File: config.mk
export PLATFORM = sky130hd
export DESIGN_NAME = dda_step_pulse_generator
export DESIGN_NICKNAME = d
export VERILOG_FILES = /design/src/sv/dda_pkg.sv /design/src/sv/dda_front.sv /design/src/sv/dda_cmd_queue.sv /design/src/sv/dda_back.sv /design/src/sv/dda_step_pulse_generator.sv
export SDC_FILE = /design/constraint.sdc
export NUM_CORES = 1
export LEC_CHECK = 0
export ABC_CLOCK_PERIOD_IN_PS = 9600
export BUFFER_PORTS_ARGS = -buffer_cell sky130_fd_sc_hd__buf_2
export CORE_UTILIZATION = 25
export DETAILED_ROUTE_END_ITERATION = 8
export SYNTH_ARGS = -nofsm -noshare
export SYNTH_HDL_FRONTEND = slang
export SYNTH_SLANG_ARGS = --single-unit
File: constraint.sdc
create_clock -name clk -period 9.6 [get_ports clk]
set_input_delay 0.96 -clock clk [delete_from_list [all_inputs] [get_ports clk]]
set_output_delay 0.96 -clock clk [all_outputs]
set_load 0.05 [all_outputs]
File: src/sv/dda_pkg.sv
// Shared types and constants for the DDA step-pulse generator.
package dda_pkg;

    localparam int STEP_W     = 8;   // width of a queued step count
    localparam int LEN_W      = 12;  // width of the frame length
    localparam int POS_W      = 13;  // width of the frame position
    localparam int ACC_W      = 13;  // width of the accumulator
    localparam int ACT_STEP_W = 4;   // width of the clamped active step

    localparam logic [LEN_W-1:0]      FRAME_LENGTH_RESET = LEN_W'(10);
    localparam logic [ACT_STEP_W-1:0] STEP_CLAMP         = ACT_STEP_W'(10);
    localparam logic [ACC_W-1:0]      ACC_MAX            = ACC_W'(8191);

    // Action codes carried by an input beat.
    localparam logic ACTION_TICK = 1'b0;
    localparam logic ACTION_PUSH = 1'b1;

    // Depth of the command queue between the front and back parts.
    localparam int QUEUE_DEPTH = 2;
    localparam int QPTR_W      = $clog2(QUEUE_DEPTH);
    localparam int QCNT_W      = $clog2(QUEUE_DEPTH + 1);

    // A classified command as it travels from the front to the back.
    typedef struct packed {
        logic              is_push;
        logic              running;
        logic [STEP_W-1:0] value;
    } cmd_t;

    // Occupancy of the command queue.
    typedef struct packed {
        logic full;
        logic empty;
    } q_status_t;

endpackage

File: src/sv/dda_front.sv
// Front part: accepts input beats and classifies them into commands.
module dda_front
(
    input  logic                     action,
    input  logic                     enable,
    input  logic                     preset,
    input  logic [dda_pkg::STEP_W-1:0] step_value,
    input  logic                     in_valid,
    output logic                     in_ready,
    output logic                     cmd_valid,
    output dda_pkg::cmd_t            cmd,
    input  logic                     cmd_ready
);

    // A tick runs the prescaler only with enable set and preset clear.
    always_comb
    begin
        cmd.is_push = (action == dda_pkg::ACTION_PUSH);
        cmd.running = enable & ~preset;
        cmd.value   = step_value;
    end

    assign cmd_valid = in_valid;
    assign in_ready  = cmd_ready;

endmodule

File: src/sv/dda_cmd_queue.sv
// Short command queue that decouples the front part from the back part.
module dda_cmd_queue
(
    input  logic                 clk,
    input  logic                 rst_n,
    input  logic                 wr_valid,
    output logic                 wr_ready,
    input  dda_pkg::cmd_t        wr_cmd,
    output logic                 rd_valid,
    input  logic                 rd_ready,
    output dda_pkg::cmd_t        rd_cmd,
    output dda_pkg::q_status_t   status
);

    dda_pkg::cmd_t                 entry_reg [dda_pkg::QUEUE_DEPTH];
    logic [dda_pkg::QPTR_W-1:0]    wr_ptr_reg, wr_ptr_next;
    logic [dda_pkg::QPTR_W-1:0]    rd_ptr_reg, rd_ptr_next;
    logic [dda_pkg::QCNT_W-1:0]    count_reg, count_next;
    logic                          do_wr;
    logic                          do_rd;

    assign status.full  = (count_reg == dda_pkg::QCNT_W'(dda_pkg::QUEUE_DEPTH));
    assign status.empty = (count_reg == '0);

    assign wr_ready = ~status.full;
    assign rd_valid = ~status.empty;
    assign rd_cmd   = entry_reg[rd_ptr_reg];

    assign do_wr = wr_valid & wr_ready;
    assign do_rd = rd_valid & rd_ready;

    always_comb
    begin
        wr_ptr_next = do_wr ? wr_ptr_reg + 1'b1 : wr_ptr_reg;
        rd_ptr_next = do_rd ? rd_ptr_reg + 1'b1 : rd_ptr_reg;
        count_next  = count_reg;
        if (do_wr && !do_rd)
        begin
            count_next = count_reg + 1'b1;
        end
        else if (do_rd && !do_wr)
        begin
            count_next = count_reg - 1'b1;
        end
    end

    always_ff @(posedge clk or negedge rst_n)
    begin
        if (!rst_n)
        begin
            wr_ptr_reg <= '0;
            rd_ptr_reg <= '0;
            count_reg  <= '0;
        end
        else
        begin
            wr_ptr_reg <= wr_ptr_next;
            rd_ptr_reg <= rd_ptr_next;
            count_reg  <= count_next;
        end
    end

    always_ff @(posedge clk)
    begin
        if (do_wr)
        begin
            entry_reg[wr_ptr_reg] <= wr_cmd;
        end
    end

endmodule

File: src/sv/dda_back.sv
// Back part: prescaler, frame counter, step FIFO, accumulator and result register.
module dda_back
#(
    parameter int FIFO_DEPTH    = 10,
    parameter int PRESCALE_WRAP = 100
)
(
    input  logic                             clk,
    input  logic                             rst_n,
    input  logic [dda_pkg::LEN_W-1:0]        frame_length,
    input  logic                             cmd_valid,
    output logic                             cmd_ready,
    input  dda_pkg::cmd_t                    cmd,
    output logic                             out_valid,
    input  logic                             out_ready,
    output logic                             pulse_out,
    output logic                             frame_flag,
    output logic                             clock_marker,
    output logic [$clog2(FIFO_DEPTH+1)-1:0]  fifo_level
);

    localparam int CNT_W = $clog2(FIFO_DEPTH + 1);
    localparam int IDX_W = (FIFO_DEPTH > 1) ? $clog2(FIFO_DEPTH) : 1;
    localparam int PC_W  = $clog2(PRESCALE_WRAP + 1);

    localparam logic [PC_W:0]      PC_WRAP_X = (PC_W+1)'(PRESCALE_WRAP);
    localparam logic [PC_W-1:0]    PC_WRAP   = PC_W'(PRESCALE_WRAP);
    localparam logic [PC_W-1:0]    PC_HALF   = PC_W'(PRESCALE_WRAP / 2);
    localparam logic [CNT_W-1:0]   CNT_FULL  = CNT_W'(FIFO_DEPTH);

    localparam int STEP_W = dda_pkg::STEP_W;
    localparam int LEN_W  = dda_pkg::LEN_W;
    localparam int POS_W  = dda_pkg::POS_W;
    localparam int ACC_W  = dda_pkg::ACC_W;
    localparam int AS_W   = dda_pkg::ACT_STEP_W;

    logic                 out_valid_reg, out_valid_next;
    logic [PC_W-1:0]      prescale_reg, prescale_next;
    logic                 low_phase_reg, low_phase_next;
    logic                 marker_reg, marker_next;
    logic                 pending_reg, pending_next;
    logic                 pulse_reg, pulse_next;
    logic                 flag_reg, flag_next;
    logic [POS_W-1:0]     position_reg, position_next;
    logic [LEN_W-1:0]     length_reg, length_next;
    logic [AS_W-1:0]      step_reg, step_next;
    logic [ACC_W-1:0]     acc_reg, acc_next;
    logic [CNT_W-1:0]     count_reg, count_next;
    logic [STEP_W-1:0]    fifo_reg  [FIFO_DEPTH];
    logic [STEP_W-1:0]    fifo_next [FIFO_DEPTH];

    logic                 exec;
    logic                 tick;
    logic                 push;
    logic [PC_W:0]        pc_inc;
    logic [PC_W-1:0]      pc_new;
    logic [POS_W-1:0]     pos_inc;
    logic [POS_W-1:0]     len_x;
    logic [POS_W-1:0]     twice_old;
    logic [POS_W-1:0]     twice_new;
    logic                 pop;
    logic [STEP_W-1:0]    head;
    logic [AS_W-1:0]      head_clamped;
    logic [ACC_W:0]       sum;
    logic [ACC_W-1:0]     sum_sat;
    logic [CNT_W-1:0]     count_push;
    logic [IDX_W-1:0]     wr_idx;

    assign exec      = cmd_valid & (~out_valid_reg | out_ready);
    assign cmd_ready = ~out_valid_reg | out_ready;
    assign tick      = exec & ~cmd.is_push;
    assign push      = exec & cmd.is_push;

    always_comb
    begin
        // Prescaler and marker
        pc_inc         = {1'b0, prescale_reg} + 1'b1;
        pc_new         = (pc_inc > PC_WRAP_X) ? '0 : pc_inc[PC_W-1:0];
        prescale_next  = prescale_reg;
        low_phase_next = low_phase_reg;
        marker_next    = marker_reg;
        pulse_next     = pulse_reg;
        if (tick)
        begin
            if (cmd.running)
            begin
                prescale_next  = pc_new;
                low_phase_next = (pc_new <= PC_HALF);
                if (pc_new == PC_HALF)
                begin
                    marker_next = 1'b1;
                end
                else if (pc_new == PC_WRAP)
                begin
                    marker_next = 1'b0;
                end
                pulse_next = ~low_phase_next & pending_reg;
            end
            else
            begin
                pulse_next  = 1'b0;
                marker_next = 1'b0;
            end
        end

        // Frame position and pop points
        pos_inc   = position_reg + 1'b1;
        len_x     = {1'b0, length_reg};
        twice_old = {length_reg, 1'b0};
        pop       = tick & ((pos_inc == len_x) | (pos_inc == twice_old));
        length_next = pop ? frame_length : length_reg;
        twice_new   = {length_next, 1'b0};
        head         = (count_reg != '0) ? fifo_reg[0] : '0;
        head_clamped = (head > STEP_W'(dda_pkg::STEP_CLAMP)) ? dda_pkg::STEP_CLAMP
                                                              : head[AS_W-1:0];
        step_next    = pop ? head_clamped : step_reg;

        position_next = position_reg;
        flag_next     = flag_reg;
        if (tick)
        begin
            flag_next     = (pos_inc <= len_x);
            position_next = (pos_inc >= twice_new) ? '0 : pos_inc;
        end

        // Accumulator: add, saturate, then take off one modulus on overflow
        sum     = {1'b0, acc_reg} + (ACC_W+1)'(step_next);
        sum_sat = (sum > {1'b0, dda_pkg::ACC_MAX}) ? dda_pkg::ACC_MAX : sum[ACC_W-1:0];
        acc_next     = acc_reg;
        pending_next = pending_reg;
        if (tick)
        begin
            if (sum_sat >= {1'b0, length_next})
            begin
                acc_next     = sum_sat - {1'b0, length_next};
                pending_next = 1'b1;
            end
            else
            begin
                acc_next     = sum_sat;
                pending_next = 1'b0;
            end
        end

        // Step FIFO as a shift line; a push to a full FIFO overwrites the tail.
        count_push = (count_reg < CNT_FULL) ? count_reg + 1'b1 : count_reg;
        wr_idx     = IDX_W'(count_push - 1'b1);
        count_next = count_reg;
        if (push)
        begin
            count_next = count_push;
        end
        else if (pop && (count_reg != '0))
        begin
            count_next = count_reg - 1'b1;
        end

        for (int j = 0; j < FIFO_DEPTH; j++)
        begin
            fifo_next[j] = fifo_reg[j];
            if (push && (wr_idx == IDX_W'(j)))
            begin
                fifo_next[j] = cmd.value;
            end
        end
        if (pop)
        begin
            for (int j = 0; j < FIFO_DEPTH - 1; j++)
            begin
                fifo_next[j] = fifo_reg[j+1];
            end
            fifo_next[FIFO_DEPTH-1] = '0;
        end

        // Result register
        out_valid_next = out_valid_reg;
        if (exec)
        begin
            out_valid_next = 1'b1;
        end
        else if (out_ready)
        begin
            out_valid_next = 1'b0;
        end
    end

    always_ff @(posedge clk or negedge rst_n)
    begin
        if (!rst_n)
        begin
            out_valid_reg <= 1'b0;
            prescale_reg  <= '0;
            low_phase_reg <= 1'b0;
            marker_reg    <= 1'b0;
            pending_reg   <= 1'b0;
            pulse_reg     <= 1'b0;
            flag_reg      <= 1'b0;
            position_reg  <= '0;
            length_reg    <= dda_pkg::FRAME_LENGTH_RESET;
            step_reg      <= '0;
            acc_reg       <= '0;
            count_reg     <= '0;
            for (int j = 0; j < FIFO_DEPTH; j++)
            begin
                fifo_reg[j] <= '0;
            end
        end
        else
        begin
            out_valid_reg <= out_valid_next;
            prescale_reg  <= prescale_next;
            low_phase_reg <= low_phase_next;
            marker_reg    <= marker_next;
            pending_reg   <= pending_next;
            pulse_reg     <= pulse_next;
            flag_reg      <= flag_next;
            position_reg  <= position_next;
            length_reg    <= length_next;
            step_reg      <= step_next;
            acc_reg       <= acc_next;
            count_reg     <= count_next;
            for (int j = 0; j < FIFO_DEPTH; j++)
            begin
                fifo_reg[j] <= fifo_next[j];
            end
        end
    end

    // The result fields are the state registers themselves: they change only
    // when an item executes, so a push item repeats the last tick's pulse, flag and marker.
    assign out_valid    = out_valid_reg;
    assign pulse_out    = pulse_reg;
    assign frame_flag   = flag_reg;
    assign clock_marker = marker_reg;
    assign fifo_level   = count_reg;

endmodule

File: src/sv/dda_step_pulse_generator.sv
// Top level of the DDA step-pulse generator.
//
// Usage. Input beats arrive on in_valid/in_ready. A beat with action set
// pushes step_value into the step FIFO; a beat with action clear is one
// tick of the step clock, sampling enable and preset. Every input beat
// gives exactly one result beat on out_valid/out_ready carrying pulse_out,
// frame_flag, clock_marker and fifo_level; a push beat repeats the last
// tick's pulse, flag and marker alongside the new FIFO level.
// The frame length register is written on cfg_valid/cfg_ready (always
// ready) and should be written only while the block is idle. It takes
// effect at the next pop point of the frame.
// An accepted input beat is registered first in the command queue and then
// in the back part's result register. Throughput is one beat per cycle while
// the receiver keeps taking results, set by the back part's update of its
// state. In a steady stream the two-entry queue holds one beat, so when
// the receiver stalls it takes one further beat, fills and in_ready falls;
// in_ready rises again in the cycle after the waiting result is taken.
// After reset the frame length is ten, all counters and the FIFO are clear
// and no result is pending.
module dda_step_pulse_generator
#(
    parameter int FIFO_DEPTH    = 10,
    parameter int PRESCALE_WRAP = 100
)
(
    input  logic                              clk,
    input  logic                              rst_n,
    input  logic                              in_valid,
    output logic                              in_ready,
    input  logic                              action,
    input  logic                              enable,
    input  logic                              preset,
    input  logic [dda_pkg::STEP_W-1:0]        step_value,
    output logic                              out_valid,
    input  logic                              out_ready,
    output logic                              pulse_out,
    output logic                              frame_flag,
    output logic                              clock_marker,
    output logic [$clog2(FIFO_DEPTH+1)-1:0]   fifo_level,
    input  logic                              cfg_valid,
    output logic                              cfg_ready,
    input  logic [dda_pkg::LEN_W-1:0]         cfg_data
);

    logic [dda_pkg::LEN_W-1:0] frame_length_reg;
    logic [dda_pkg::LEN_W-1:0] frame_length_next;

    logic                 front_valid;
    logic                 front_ready;
    dda_pkg::cmd_t        front_cmd;
    logic                 q_valid;
    logic                 q_ready;
    dda_pkg::cmd_t        q_cmd;
    dda_pkg::q_status_t   q_status;

    // The configuration register is always ready to take a beat.
    assign cfg_ready         = 1'b1;
    assign frame_length_next = (cfg_valid && cfg_ready) ? cfg_data : frame_length_reg;

    always_ff @(posedge clk or negedge rst_n)
    begin
        if (!rst_n)
        begin
            frame_length_reg <= dda_pkg::FRAME_LENGTH_RESET;
        end
        else
        begin
            frame_length_reg <= frame_length_next;
        end
    end

    // Front part: decode each input beat into a tick or a push command.
    dda_front u_front
    (
        .action     (action),
        .enable     (enable),
        .preset     (preset),
        .step_value (step_value),
        .in_valid   (in_valid),
        .in_ready   (in_ready),
        .cmd_valid  (front_valid),
        .cmd        (front_cmd),
        .cmd_ready  (front_ready)
    );

    // Command queue between the two parts.
    dda_cmd_queue u_queue
    (
        .clk      (clk),
        .rst_n    (rst_n),
        .wr_valid (front_valid),
        .wr_ready (front_ready),
        .wr_cmd   (front_cmd),
        .rd_valid (q_valid),
        .rd_ready (q_ready),
        .rd_cmd   (q_cmd),
        .status   (q_status)
    );

    // Back part: executes one command per cycle into the result register, unless a waiting result is stalled.
    dda_back
    #(
        .FIFO_DEPTH    (FIFO_DEPTH),
        .PRESCALE_WRAP (PRESCALE_WRAP)
    )
    u_back
    (
        .clk          (clk),
        .rst_n        (rst_n),
        .frame_length (frame_length_reg),
        .cmd_valid    (q_valid),
        .cmd_ready    (q_ready),
        .cmd          (q_cmd),
        .out_valid    (out_valid),
        .out_ready    (out_ready),
        .pulse_out    (pulse_out),
        .frame_flag   (frame_flag),
        .clock_marker (clock_marker),
        .fifo_level   (fifo_level)
    );

`ifndef SYNTHESIS
    // The FIFO level never passes the FIFO depth.
    assert property (@(posedge clk) disable iff (!rst_n)
        out_valid |-> (fifo_level <= ($clog2(FIFO_DEPTH+1))'(FIFO_DEPTH)))
        else $error("fifo_level exceeds the FIFO depth");

    // The input side is held off only when the command queue is full.
    assert property (@(posedge clk) disable iff (!rst_n)
        !in_ready |-> q_status.full)
        else $error("in_ready low while the command queue has room");

    // A queued command reaches an empty result register in the next cycle.
    assert property (@(posedge clk) disable iff (!rst_n)
        (!q_status.empty && !out_valid) |=> out_valid)
        else $error("queued command not executed into a free result register");
`endif

endmodule

==> results.rst, run 1 <==
.. list-table::
   :header-rows: 1

   * - Metric
     - Value
   * - Met2 track demand over resource
     - 0.189
   * - Library cell appearing most often on the critical path
     - sky130_fd_sc_hd__ha_1
   * - Number of resized instances in the post-cts repair step
     - 0
   * - Via total after detailed routing
     - around 7800
   * - Number of buffers on the longest clock path
     - 2
   * - Nets in the synthesized netlist
     - between 1000 and 1500
   * - Clk_skew
     - around 0.0094 ns
   * - Final number of setup-violating endpoints
     - 0
   * - Fraction of final layout cells with drive strength greater than 1
     - 0.113
   * - Post-route cell area
     - approximately 0.012 mm²
   * - Sequential element share of the synthesized area
     - 0.433
   * - Class of the tightest hold or removal check
     - reg2reg
   * - Aggregate routed wire length
     - roughly 24 mm
   * - Post-DP HPWL
     - between 15 and 20 mm
   * - Overall die width
     - just over 200 µm
   * - Worst slack on hold paths
     - 0.475 ns
   * - Power per cell area
     - between 150 and 200 mW/mm²
   * - Fill cell total of the finished layout
     - ~4200
   * - Port buffer count
     - 36
   * - Cell count of the worst hold path
     - 2
   * - Library cell contributing the largest single delay on the critical path
     - sky130_fd_sc_hd__nand4_1
   * - Max incr delay on CP
     - just over 0.6 ns
   * - Remaining antenna violation count
     - 0
   * - Number of nets in the layout
     - between 1000 and 1500
   * - Antenna diode count
     - 0
   * - Final critical-path required period
     - between 7 and 8 ns
   * - Flip-flop cell with the highest count after synthesis
     - sky130_fd_sc_hd__dfrtp_1
   * - Clock-pin slew reported for the worst setup and hold paths after clock tree synthesis
     - ~0.070 ns
   * - Leading cell type in the layout, fill and taps excluded
     - sky130_fd_sc_hd__nand2_1
   * - Post-synthesis to final-layout area growth
     - 11.8%
   * - Source of the worst hold timing path
     - u_back.fifo_reg[40]
   * - Unique masters post-synth
     - just under 80
   * - Crit-path max FO
     - 66
   * - Boundary pin count
     - 38
   * - Data required time at the worst endpoint
     - slightly below 10 ns
   * - Terminating pin of the worst hold path
     - u_back.fifo_reg[48]
   * - Post-Syn Area per Cell
     - 9.59 µm²
   * - Number of buffers created by CTS
     - 17
   * - Buffers inserted during post-CTS setup optimization
     - 0
   * - Quantity of hold-fixing buffers added after cts
     - 0
   * - R2R Path Start
     - u_back.position_reg[0]
   * - Pin count of the biggest net entering global routing
     - between 80 and 90
   * - Share of the cycle needed by the critical path after routing
     - 0.821
   * - Reported max-cap violation count
     - 0
   * - Area of the mapped netlist
     - a little over 0.01 mm²
   * - RSZ-0062 raised after global routing
     - false
   * - Clock net sink count
     - roughly 170
   * - Core area
     - 0.0402 mm²
   * - Share of synthesized registers carrying an async set or reset
     - 0.885
   * - Grt met3 use
     - 0.0197
   * - Final standard cell count with taps included and fillers excluded
     - approximately 1600
   * - Total overflow reported by the global router
     - 0
   * - Crit Path Category
     - reg2reg
   * - Routed wire length per instance
     - around 15 µm
   * - Number of cell rows
     - 73
   * - Max rail drop VDD
     - 0.101 mV
   * - Most used cells in the layout excluding fill and tap cells
     - sky130_fd_sc_hd__nand2_1 (166), sky130_fd_sc_hd__dfrtp_1 (150), sky130_fd_sc_hd__o21ai_0 (124)
   * - Initial Util
     - 0.256
   * - Endpoints failing hold
     - 0
   * - Setup TNS
     - 0 ns
   * - Detailed-routing iteration count for the pre-antenna-repair pass
     - 5
   * - Highest achievable clock rate
     - 127 MHz
   * - Level count of the clock H-tree
     - 4
   * - Global-route wire length before repair
     - around 39 mm
   * - Post-DP Area
     - ~0.011 mm²
   * - Number of warnings issued by yosys
     - 0
   * - Setup slack, reg-to-reg
     - 1.72 ns
   * - Met1 Use GR
     - 0.157
   * - Clk root buf
     - sky130_fd_sc_hd__clkbuf_16
   * - Outcome
     - complete, no violations
   * - Static Leakage
     - around 5.1 nW
   * - Routability-driven placement congestion ratio
     - a little under 0.9
   * - GRT Total Usage
     - 0.117
   * - Remaining routing DRC violations
     - 0
   * - Number of cells produced by synthesis
     - 1073
   * - Latest clock arrival within the worst-skew pair
     - approximately 0.44 ns
   * - Critical path endpoint category
     - register
   * - Sum of internal, switching and leakage power
     - approximately 2.3 mW
   * - Flip-flop and latch count after synthesis
     - between 150 and 200
   * - Vias per std cell
     - 4.80
   * - Number of violations reported at the end of detailed-routing iteration 0
     - 374
   * - CTS tree
     - done
   * - Transition time of the tightest slew-check pin
     - approximately 1.2 ns
   * - Floorplan die area
     - about 0.042 mm²
   * - Final-report max-slew violation count
     - 0
   * - Reg-to-reg critical path endpoint
     - u_back.acc_reg[0]
   * - Via count of the first global-routing pass
     - 7470
   * - Arrival time of the worst setup path
     - 8.24 ns
   * - Initial antenna violation count
     - 0
   * - Crit path buf inv count
     - 1
   * - Logic depth of the worst register-to-register path
     - 25
   * - Type of origin of the critical path
     - register
   * - Remaining max-slew budget at the tightest pin
     - 0.214
   * - Cell family with the largest share of critical-path delay
     - simple AND/OR/NAND/NOR gates
   * - Post-synth EDFFs
     - 20
   * - GRT Max-Usage Layer
     - met2
   * - Die outline height
     - 205 µm
   * - Largest register FFs
     - 80
   * - Total placed cells including tap cells
     - 1584
==> worst max path at each step <==
stage,from,end,cells past startpoint
after floorplan,u_back.position_reg[0],u_back.acc_reg[10],30
after detailed placement,u_back.position_reg[0],u_back.acc_reg[5],26
after global placement,u_back.position_reg[0],u_back.acc_reg[0],25
final,u_back.position_reg[0],u_back.acc_reg[0],25
after global routing,u_back.position_reg[0],u_back.acc_reg[0],25
after CTS,u_back.position_reg[0],u_back.acc_reg[0],25
==> where the power goes <==
group / total (mW) / switching (mW) / internal [mW]
logic: 0.676 / 0.406 / 0.270
registers: 0.904 / 0.0812 / 0.823
clock network: 0.718 / 0.312 / 0.406
total: 2.30 / 0.799 / 1.50
==> per-layer routing <==
layer	vias to the layer above	share of wire
met3	17	0.029
met2	117	0.47
met1	3785	0.49
li1	3841	-
met4	0	0.013
met5	-	0
==> cells by family after synthesis <==
| logic type | after synthesis | synth area share |
|---|---|---|
| flops | 174 | 0.433 |
| simple gates | 322 | 0.152 |
| buf+inv | 95 | 0.0427 |
| mux | 111 | 0.111 |
| fa+ha+maj | 48 | 0.0598 |
| xor+xnor | 49 | 0.0417 |
| other cells | 1 | 0.000364 |
| compound gates | 273 | 0.160 |
==> area by class of cell <==
class / count / area, µm² / share of cell area
Sequential cell: 174 / 4460 / 0.387
Timing Repair Buffer: 45 / 254 / 0.0221
Clock inverter: 13 / 150 / 0.0130
Clock buffer: 19 / 454 / 0.0395
Inverter: 36 / 135 / 0.0117
Tap cell: 525 / 657 / 0.0571
Multi-Input combinational cell: 804 / 5400 / 0.469
==> metrics by stage <==
stage | util | setup WS, ns
2_1_floorplan | - | 3.13
3_3_place_gp | 0.271 | 1.98
3_5_place_dp | 0.271 | 1.80
4_1_cts | 0.286 | 1.77
5_1_grt | 0.286 | 0.864
6_report | 0.286 | 1.72
==> worst register-to-register path, stage by stage (launching register included) <==
cell,delay [ns]
sky130_fd_sc_hd__dfrtp_1,0.49
sky130_fd_sc_hd__ha_1,0.30
sky130_fd_sc_hd__nand3_1,0.27
sky130_fd_sc_hd__nor3_1,0.35
sky130_fd_sc_hd__xor2_1,0.14
sky130_fd_sc_hd__ha_1,0.32
sky130_fd_sc_hd__nand4_1,0.08
sky130_fd_sc_hd__nor4_1,0.39
sky130_fd_sc_hd__nand2_1,0.09
sky130_fd_sc_hd__nor2_1,0.16
sky130_fd_sc_hd__a31o_4,0.37
sky130_fd_sc_hd__buf_4,0.53
sky130_fd_sc_hd__o21ai_0,0.24
sky130_fd_sc_hd__ha_1,0.39
sky130_fd_sc_hd__a21oi_1,0.15
sky130_fd_sc_hd__nor2_1,0.21
sky130_fd_sc_hd__nand4_1,0.62
sky130_fd_sc_hd__nand2_1,0.37
sky130_fd_sc_hd__ha_1,0.29
sky130_fd_sc_hd__nor2b_1,0.14
sky130_fd_sc_hd__o21ai_0,0.20
sky130_fd_sc_hd__a31oi_1,0.20
sky130_fd_sc_hd__a221o_1,0.41
sky130_fd_sc_hd__a211o_1,0.58
sky130_fd_sc_hd__mux2_2,0.39
sky130_fd_sc_hd__o21ai_0,0.13
==> synthesized netlist by cell type, types with 23 or more instances <==
library cell	instances	area [µm²]
sky130_fd_sc_hd__nand2_1	166	623
sky130_fd_sc_hd__xnor2_1	33	289
sky130_fd_sc_hd__inv_1	35	131
sky130_fd_sc_hd__clkbuf_1	28	105
sky130_fd_sc_hd__nor2_1	41	154
sky130_fd_sc_hd__mux2i_1	86	861
sky130_fd_sc_hd__nand3_1	23	115
sky130_fd_sc_hd__mux2_2	24	270
sky130_fd_sc_hd__a21oi_1	44	220
sky130_fd_sc_hd__dfrtp_1	150	3750
sky130_fd_sc_hd__ha_1	46	576
sky130_fd_sc_hd__o21ai_0	124	621
Power figures use the tool's default switching activity.
==> inputs of run 2 (changes only) <==
- ABC_CLOCK_PERIOD_IN_PS: 9600 -> 7400
- clock period: 9.6 -> 7.4 ns (I/O delays scaled with it)
==> run 2 against run 1 <==
Compared with the run above: first-iteration DRC count rose by 50%; global-route usage fell by 0.088 points; clock power rose by 19%; cell count rose by 0.56%; setup slack got worse by 1.2 ns; clock skew rose by 0.0022 ns; routed wire length rose by 0.25%; flip-flop and latch count did not move; cell area rose by 0.39%; hold slack got worse by 0.13 ns; critical endpoint is now u_back.acc_reg[12].
==> results.rst, run 2 (synthesis gave the netlist of run 1 again) <==
.. list-table::
   :header-rows: 1

   * - Metric
     - Value
   * - Class of the tightest hold or removal check
     - in2async
   * - Clk root buf
     - sky130_fd_sc_hd__clkbuf_16
   * - Total overflow reported by the global router
     - 0 (unchanged)
   * - Smallest setup slack after layout
     - 0.489 ns (-1.23 ns)
   * - Remaining max-slew budget at the tightest pin
     - 0.215 (+0.000566)
   * - Die outline height
     - 205 µm (unchanged)
   * - Number of nets in the layout
     - 1163 (+0.78%)
   * - CTS tree
     - done
   * - Core area
     - 0.0402 mm² (unchanged)
   * - Largest register FFs
     - 80 (unchanged)
   * - Crit Path Category
     - reg2reg
   * - Final core area utilization
     - 0.288 (+0.00112)
   * - Sequential cell area
     - 0.00447 mm² (+0.14%)
   * - Aggregate routed wire length
     - 23.7 mm (+0.25%)
   * - Initial Util
     - 0.256 (unchanged)
   * - Transition time of the tightest slew-check pin
     - 1.17 ns (-0.00276 ns)
   * - Post-synthesis to final-layout area growth
     - 12.3%
   * - Via total after detailed routing
     - 7809 (+0.63%)
   * - Reported max-cap violation count
     - 0 (unchanged)
   * - Post-DP HPWL
     - 16.8 mm (+0.99%)
   * - Overall die width
     - 205 µm (unchanged)
   * - GRT Total Usage
     - 0.116 (-0.000880)
   * - Number of buffers on the longest clock path
     - 2 (unchanged)
   * - Sum of internal, switching and leakage power
     - 2.92 mW (+27%)
   * - Share of the cycle needed by the critical path after routing
     - 0.934 (+0.113)
   * - Clock net sink count
     - 174 (unchanged)
   * - Port buffer count
     - 36 (unchanged)
   * - Endpoints failing hold
     - 0 (unchanged)
   * - Data required time at the worst endpoint
     - 7.69 ns (-2.26 ns)
   * - Boundary pin count
     - 38 (unchanged)
   * - Routability-driven placement congestion ratio
     - 0.889 (+2.6%)
   * - Fraction of final layout cells with drive strength greater than 1
     - 0.129 (+0.0164)
   * - Leading cell type in the layout, fill and taps excluded
     - sky130_fd_sc_hd__nand2_1
   * - Routed wire length per instance
     - 14.6 µm (-0.31%)
   * - Power per cell area
     - 253 mW/mm² (+27%)
   * - Outcome
     - complete, no violations
   * - Pin count of the biggest net entering global routing
     - 126 (+42%)
   * - Final number of setup-violating endpoints
     - 0 (unchanged)
   * - Clk_skew
     - 0.0116 ns (+0.00215 ns)
   * - Most used cells in the layout excluding fill and tap cells
     - sky130_fd_sc_hd__nand2_1 (166), sky130_fd_sc_hd__dfrtp_1 (145), sky130_fd_sc_hd__o21ai_0 (124)
   * - Arrival time of the worst setup path
     - 7.20 ns (-1.04 ns)
   * - Floorplan die area
     - 0.0420 mm² (unchanged)
   * - Clock-pin slew reported for the worst setup and hold paths after clock tree synthesis
     - 0.07 ns (about the same)
   * - Number of cell rows
     - 73 (unchanged)
   * - Remaining antenna violation count
     - 0 (unchanged)
   * - Detailed-routing iteration count for the pre-antenna-repair pass
     - 5 (unchanged)
   * - Post-route cell area
     - 0.0116 mm² (+0.39%)
   * - Crit-path max FO
     - 8 (-88%)
   * - Vias per std cell
     - 4.81 (about the same)
   * - Latest clock arrival within the worst-skew pair
     - 0.43 ns (about the same)
   * - Remaining routing DRC violations
     - 0 (unchanged)
   * - Critical path endpoint category
     - register
   * - Antenna diode count
     - 0 (unchanged)
   * - Library cell contributing the largest single delay on the critical path
     - sky130_fd_sc_hd__dfrtp_1
   * - Post-Place Worst Slack
     - 0.142 ns (-1.66 ns)
   * - Final-report max-slew violation count
     - 0 (unchanged)
   * - Type of origin of the critical path
     - register
   * - Max rail drop VDD
     - 0.152 mV (+51%)
   * - Footprint of the multi-input gates
     - 0.00542 mm² (+0.39%)
   * - Max incr delay on CP
     - 0.50 ns (-0.12 ns)
   * - Post-DP Area
     - 0.0109 mm² (+0.34%)
   * - Highest achievable clock rate
     - 145 MHz (+14%)
   * - Via count of the first global-routing pass
     - 7370 (-1.3%)
   * - Final critical-path required period
     - 6.91 ns (-0.972 ns)
   * - Global-route wire length before repair
     - 38.9 mm (-0.75%)
   * - Quantity of hold-fixing buffers added after cts
     - 0 (unchanged)
   * - Worst slack on hold paths
     - 0.341 ns (-0.135 ns)
   * - Fill cell total of the finished layout
     - 4244 (+0.62%)
   * - Static Leakage
     - 5.15 nW (+0.14%)
   * - Level count of the clock H-tree
     - 4 (unchanged)
   * - Number of buffers created by CTS
     - 17 (unchanged)
   * - Number of violations reported at the end of detailed-routing iteration 0
     - 561 (+50%)
   * - Initial antenna violation count
     - 0 (unchanged)
==> run 2: changes by cell type in the layout (fill, tap and decap cells not counted), sizes merged <==
| cell | previous run | this run |
|---|---|---|
| inv | 42 | 44 |
| bufinv | 2 | 0 |
| clkbuf | 19 | 17 |
| buf | 45 | 54 |
| clkinv | 5 | 6 |
| clkinvlp | 0 | 1 |
==> run 2: per-stage QoR <==
| stage | cells | setup TNS [ns] |
|---|---|---|
| 3_3_place_gp | 1589 | 0 |
| 6_report | 1625 | 0 |
| 5_1_grt | 1625 | -0.0209 |
| 3_5_place_dp | 1589 | 0 |
| 2_1_floorplan | 1073 | 0 |
| 4_1_cts | 1621 | 0 |
==> run 2: repair_timing <==
action	4_1_cts	5_1_grt
setup buffers	0	4
gates resized for setup	0	12
setup endpoints to repair	0	14
==> run 2: final timing paths <==
path	end	cells after the start	start	slack (ns)
worst max-delay path	u_back.acc_reg[12]	29	u_back.position_reg[6]	0.49
min in group clk	u_back.fifo_reg[40]	2	u_back.fifo_reg[32]	0.47
worst max register to register	u_back.acc_reg[12]	29	u_back.position_reg[6]	0.49
max in group asynchronous	u_back.fifo_reg[48]	2	rst_n	5.55
worst min-delay path	frame_length_reg[4]	1	rst_n	0.34
worst min register to register	u_back.fifo_reg[40]	2	u_back.fifo_reg[32]	0.47
==> run 2: worst max-delay path: cells and delay by family, from the launching register on <==
family	cells	cell delay [ns]
adders and majority gates	4	1.18
muxes	1	0.37
buffers and inverters	2	0.21
xor gates and xnor gates	1	0.19
AOI/OAI and AO/OA	9	2.01
and+or+nand+nor	12	2.29
DFF	1	0.50
==> run 2: area by class of cell <==
cell class,count,share of cell area
Multi-Input combinational cell,804,0.469
Sequential cell,174,0.386
Tap cell,525,0.0568
Clock buffer,17,0.0368
Timing Repair Buffer,54,0.0282
Inverter,36,0.0117
Clock inverter,15,0.0108
==> run 2: where the power goes <==
part,leakage [nW],switching [mW],internal (mW)
registers,2.17,0.0965,1.07
logic,2.71,0.544,0.356
clock network,0.274,0.413,0.441
total,5.15,1.05,1.87
==> run 2: routing by layer <==
layer,track usage,wire length (µm),vias to the layer above
met5,0,0,-
met4,0.0415,488,0
met3,0.0189,833,29
met2,0.184,10800,134
met1,0.158,11500,3790
li1,-,-,3856
==> inputs of run 3 (changes only) <==
- ABC_AREA: not set -> 1
==> run 3 against run 2 <==
Compared with the run above: synthesized cell count is 20% higher; routed wire length is 10% higher; largest power group is now combinational cells; register-to-register slack better by 0.73 ns; critical path type unchanged; setup slack better by 0.73 ns; flip-flop and latch count stayed put; count of clock-buffer cells in the layout is 4 higher; via count is 14% higher; first-iteration DRC count is 42% higher; core utilization is 0.40 points lower; sequential power is 29% higher; hold slack worse by 0.068 ns; clock power is 8.3% higher.
==> results.rst, run 3 <==
.. list-table::
   :header-rows: 1

   * - Metric
     - Value
   * - Global-route wire length before repair
     - 44.3 mm (+14%)
   * - Most area-consuming cells after synthesis
     - sky130_fd_sc_hd__dfrtp_1 (36%), sky130_fd_sc_hd__nand3_1 (18%), sky130_fd_sc_hd__nand2_1 (8.2%), sky130_fd_sc_hd__edfxtp_1 (5.8%), sky130_fd_sc_hd__ha_1 (5.6%)
   * - Latest clock arrival within the worst-skew pair
     - 0.45 ns (+0.02 ns)
   * - Max Used Layer
     - met4
   * - Sum of internal, switching and leakage power
     - 4.20 mW (+44%)
   * - Crit-path max FO
     - 19 (+11)
   * - Buffers inserted during post-CTS setup optimization
     - 0 (unchanged)
   * - Final-report max-slew violation count
     - 0 (unchanged)
   * - Crit Path Category
     - reg2reg
   * - Initial Util
     - 0.253 (-0.00296)
   * - Remaining max-slew budget at the tightest pin
     - 0.395 (+0.180)
   * - Area of the mapped netlist
     - 0.0103 mm² (+0.43%)
   * - Floorplan die area
     - 0.0422 mm² (+0.43%)
   * - Number of nets in the layout
     - 1378 (+18%)
   * - Post-Syn Area per Cell
     - 8.05 µm² (-16%)
   * - Sequential cell area
     - 0.00446 mm² (-0.14%)
   * - Clk root buf
     - sky130_fd_sc_hd__clkbuf_16
   * - Post-synth EDFFs
     - 20 (unchanged)
   * - Wire length on met3
     - 1.43 mm (+72%)
   * - Power per cell area
     - 363 mW/mm² (+44%)
   * - Remaining antenna violation count
     - 0 (unchanged)
   * - Share of the cycle needed by the critical path after routing
     - 0.835 (-0.0986)
   * - Core area
     - 0.0408 mm² (+1.6%)
   * - Number of cells produced by synthesis
     - 1284 (+20%)
   * - Max incr delay on CP
     - 0.42 ns (-0.08 ns)
   * - Reported max-cap violation count
     - 0 (unchanged)
   * - Clk_skew
     - 0.0161 ns (+0.00455 ns)
   * - Most area-hungry cell type in the Yosys netlist
     - sky130_fd_sc_hd__dfrtp_1
   * - RSZ-0062 raised after global routing
     - false
   * - Arrival time of the worst setup path
     - 6.54 ns (-0.66 ns)
   * - Most common library cells after synthesis
     - sky130_fd_sc_hd__nand3_1 (367), sky130_fd_sc_hd__nand2_1 (227), sky130_fd_sc_hd__dfrtp_1 (150)
   * - Number of resized instances in the post-cts repair step
     - 0 (unchanged)
   * - Largest register FFs
     - 80 (unchanged)
   * - Outcome
     - complete, no violations
   * - Final number of setup-violating endpoints
     - 0 (unchanged)
   * - Number of violations reported at the end of detailed-routing iteration 0
     - 798 (+42%)
   * - Synth Area in Adders
     - 0.0596 (-0.000253)
   * - Post-Place Worst Slack
     - 1.29 ns (+1.15 ns)
   * - Share of synthesized registers carrying an async set or reset
     - 0.885 (unchanged)
   * - Type of origin of the critical path
     - register
   * - Final core area utilization
     - 0.284 (-0.00398)
   * - Total length of routed met2 wires
     - 11.6 mm (+7.1%)
   * - Flip-flop and latch count after synthesis
     - 174 (unchanged)
   * - Final critical-path required period
     - 6.18 ns (-0.730 ns)
   * - Smallest setup slack after layout
     - 1.22 ns (+0.730 ns)
   * - Synth Area in Compound Gates
     - 0.0726 (-0.0869)
   * - Number of warnings issued by yosys
     - 0 (unchanged)
   * - Antenna diode count
     - 0 (unchanged)
   * - Sequential element share of the synthesized area
     - 0.431 (-0.00184)
   * - Library cell contributing the largest single delay on the critical path
     - sky130_fd_sc_hd__dfrtp_1
   * - Library cell appearing most often on the critical path
     - sky130_fd_sc_hd__nand2_1
   * - Data required time at the worst endpoint
     - 7.76 ns (+0.07 ns)
   * - Initial antenna violation count
     - 0 (unchanged)
   * - Number of buffers on the longest clock path
     - 2 (unchanged)
   * - Vias per std cell
     - 4.84 (+0.72%)
   * - Endpoints failing hold
     - 0 (unchanged)
   * - Setup TNS
     - 0 ns (unchanged)
   * - Fraction of final layout cells with drive strength greater than 1
     - 0.119 (-0.0105)
   * - Unique masters post-synth
     - 50 (-37%)
   * - Routed wire length per instance
     - 14.1 µm (-3.1%)
   * - Footprint of the multi-input gates
     - 0.00513 mm² (-5.4%)
   * - Highest achievable clock rate
     - 162 MHz (+12%)
   * - Class of the tightest hold or removal check
     - in2async
   * - Critical path endpoint category
     - register
   * - Dominant combinational cell family by area after synthesis
     - simple AND/OR/NAND/NOR gates
   * - Wire length on met1
     - 12.6 mm (+9.1%)
   * - Clock net sink count
     - 174 (unchanged)
   * - Boundary pin count
     - 38 (unchanged)
   * - Port buffer count
     - 36 (unchanged)
   * - Share of the synthesized area in the top cell type
     - 0.363 (-0.00155)
   * - Pin count of the biggest net entering global routing
     - 100 (-21%)
   * - Post-DP Area
     - 0.0110 mm² (+0.35%)
   * - Routability-driven placement congestion ratio
     - 0.940 (+5.8%)
   * - Post-route cell area
     - 0.0116 mm² (+0.20%)
   * - Most used cells in the layout excluding fill and tap cells
     - sky130_fd_sc_hd__nand3_1 (367), sky130_fd_sc_hd__nand2_1 (227), sky130_fd_sc_hd__dfrtp_1 (150)
   * - Total overflow reported by the global router
     - 0 (unchanged)
   * - Flip-flop cell with the highest count after synthesis
     - sky130_fd_sc_hd__dfrtp_1
   * - Multiplexer share of the synthesized area
     - 0.0120 (-0.0990)
   * - Remaining routing DRC violations
     - 0 (unchanged)
   * - Via count of the first global-routing pass
     - 8719 (+18%)
   * - CTS tree
     - done
   * - Leading cell type in the layout, fill and taps excluded
     - sky130_fd_sc_hd__nand3_1
   * - GRT Total Usage
     - 0.130 (+0.0144)
   * - Static Leakage
     - 5.44 nW (+5.5%)
   * - Level count of the clock H-tree
     - 4 (unchanged)
   * - Number of buffers created by CTS
     - 17 (unchanged)
   * - Fill cell total of the finished layout
     - 4296 (+1.2%)
   * - Simple-gate area share of the yosys netlist
     - 0.324 (+0.172)
   * - Die outline height
     - 205 µm (+0.21%)
   * - Overall die width
     - 205 µm (+0.21%)
   * - Aggregate routed wire length
     - 26.1 mm (+10%)
   * - Clock-pin slew reported for the worst setup and hold paths after clock tree synthesis
     - 0.07 ns (about the same)
   * - Detailed-routing iteration count for the pre-antenna-repair pass
     - 6 (+1)
   * - Number of cell rows
     - 74 (+1.4%)
   * - Nets in the synthesized netlist
     - 1360 (+18%)
   * - Transition time of the tightest slew-check pin
     - 0.908 ns (-0.266 ns)
   * - Post-synthesis to final-layout area growth
     - 12.0%
   * - Post-DP HPWL
     - 18.3 mm (+8.9%)
   * - Max rail drop VDD
     - 0.253 mV (+66%)
   * - Quantity of hold-fixing buffers added after cts
     - 0 (unchanged)
   * - Synth Area in XOR/XNOR
     - 0.0261 (-0.0156)
   * - Via total after detailed routing
     - 8940 (+14%)
   * - Most frequently used cell type in the post-synthesis netlist
     - sky130_fd_sc_hd__nand3_1
run 3: cell types whose count changed after synthesis, sizes merged, moves of 34 or more:
| cell | change |
|---|---|
| nor2 | +34 |
| nand3 | +345 |
| inv | +89 |
| nand2 | +70 |
| o21ai | -61 |
| mux2i | -86 |
run 3: layout make-up:
| type | count | area share |
|---|---|---|
| clock buffers | 21 | 0.0417 |
| clock inverters | 11 | 0.00973 |
| inverters | 124 | 0.0402 |
| multi-input cells | 939 | 0.443 |
| flip-flops and latches | 174 | 0.385 |
| well taps | 532 | 0.0575 |
| repair buffers | 46 | 0.0226 |
run 3: per-layer routing:
layer  track usage  vias to the layer above
li1              -                     4418
met1         0.181                     4233
met2         0.202                      255
met3        0.0241                       34
met4        0.0431                        0
met5             0                        -
run 3: report_power, final:
| part | leakage, nW | internal (mW) | switching, mW |
|---|---|---|---|
| sequential | 2.12 | 1.28 | 0.223 |
| clock | 0.295 | 0.488 | 0.437 |
| combinational | 3.03 | 0.542 | 1.23 |
run 3: kinds of logic after synthesis:
logic type / after synthesis
simple gates: 718
buf+inv: 171
mux: 11
compound gates: 131
flops: 174
fa+ha+maj: 48
xor+xnor: 30
other cells: 1
run 3: worst paths after layout:
| path | from | to | slack (ns) | cells after the start |
|---|---|---|---|---|
| min in group clk | step_value[5] | u_queue.entry_reg[0][5] | 0.48 | 1 |
| max in group asynchronous | rst_n | u_back.acc_reg[6] | 5.40 | 3 |
| hold / removal | rst_n | frame_length_reg[0] | 0.27 | 1 |
| setup reg to reg | u_back.position_reg[0] | u_back.acc_reg[10] | 1.22 | 32 |
| setup / recovery | u_back.position_reg[0] | u_back.acc_reg[10] | 1.22 | 32 |
| hold reg to reg | u_queue.count_reg[0] | u_queue.count_reg[0] | 0.48 | 1 |
run 3: worst max-delay path, delay by kind of cell, from the launching register on:
kind                       cells  cell delay, ns
adders and majority gates      4            1.06
and+or+nand+nor               23            3.85
DFF                            1            0.42
buffers and inverters          1            0.10
AOI/OAI and AO/OA              4            0.66
run 3: through the flow:
stage | hold slack, ns | std cells
after floorplan | 0.444 | 1284
after global placement | 0.464 | 1815
after detailed placement | 0.474 | 1815
after CTS | 0.287 | 1847
after global routing | 0.312 | 1847
final | 0.273 | 1847
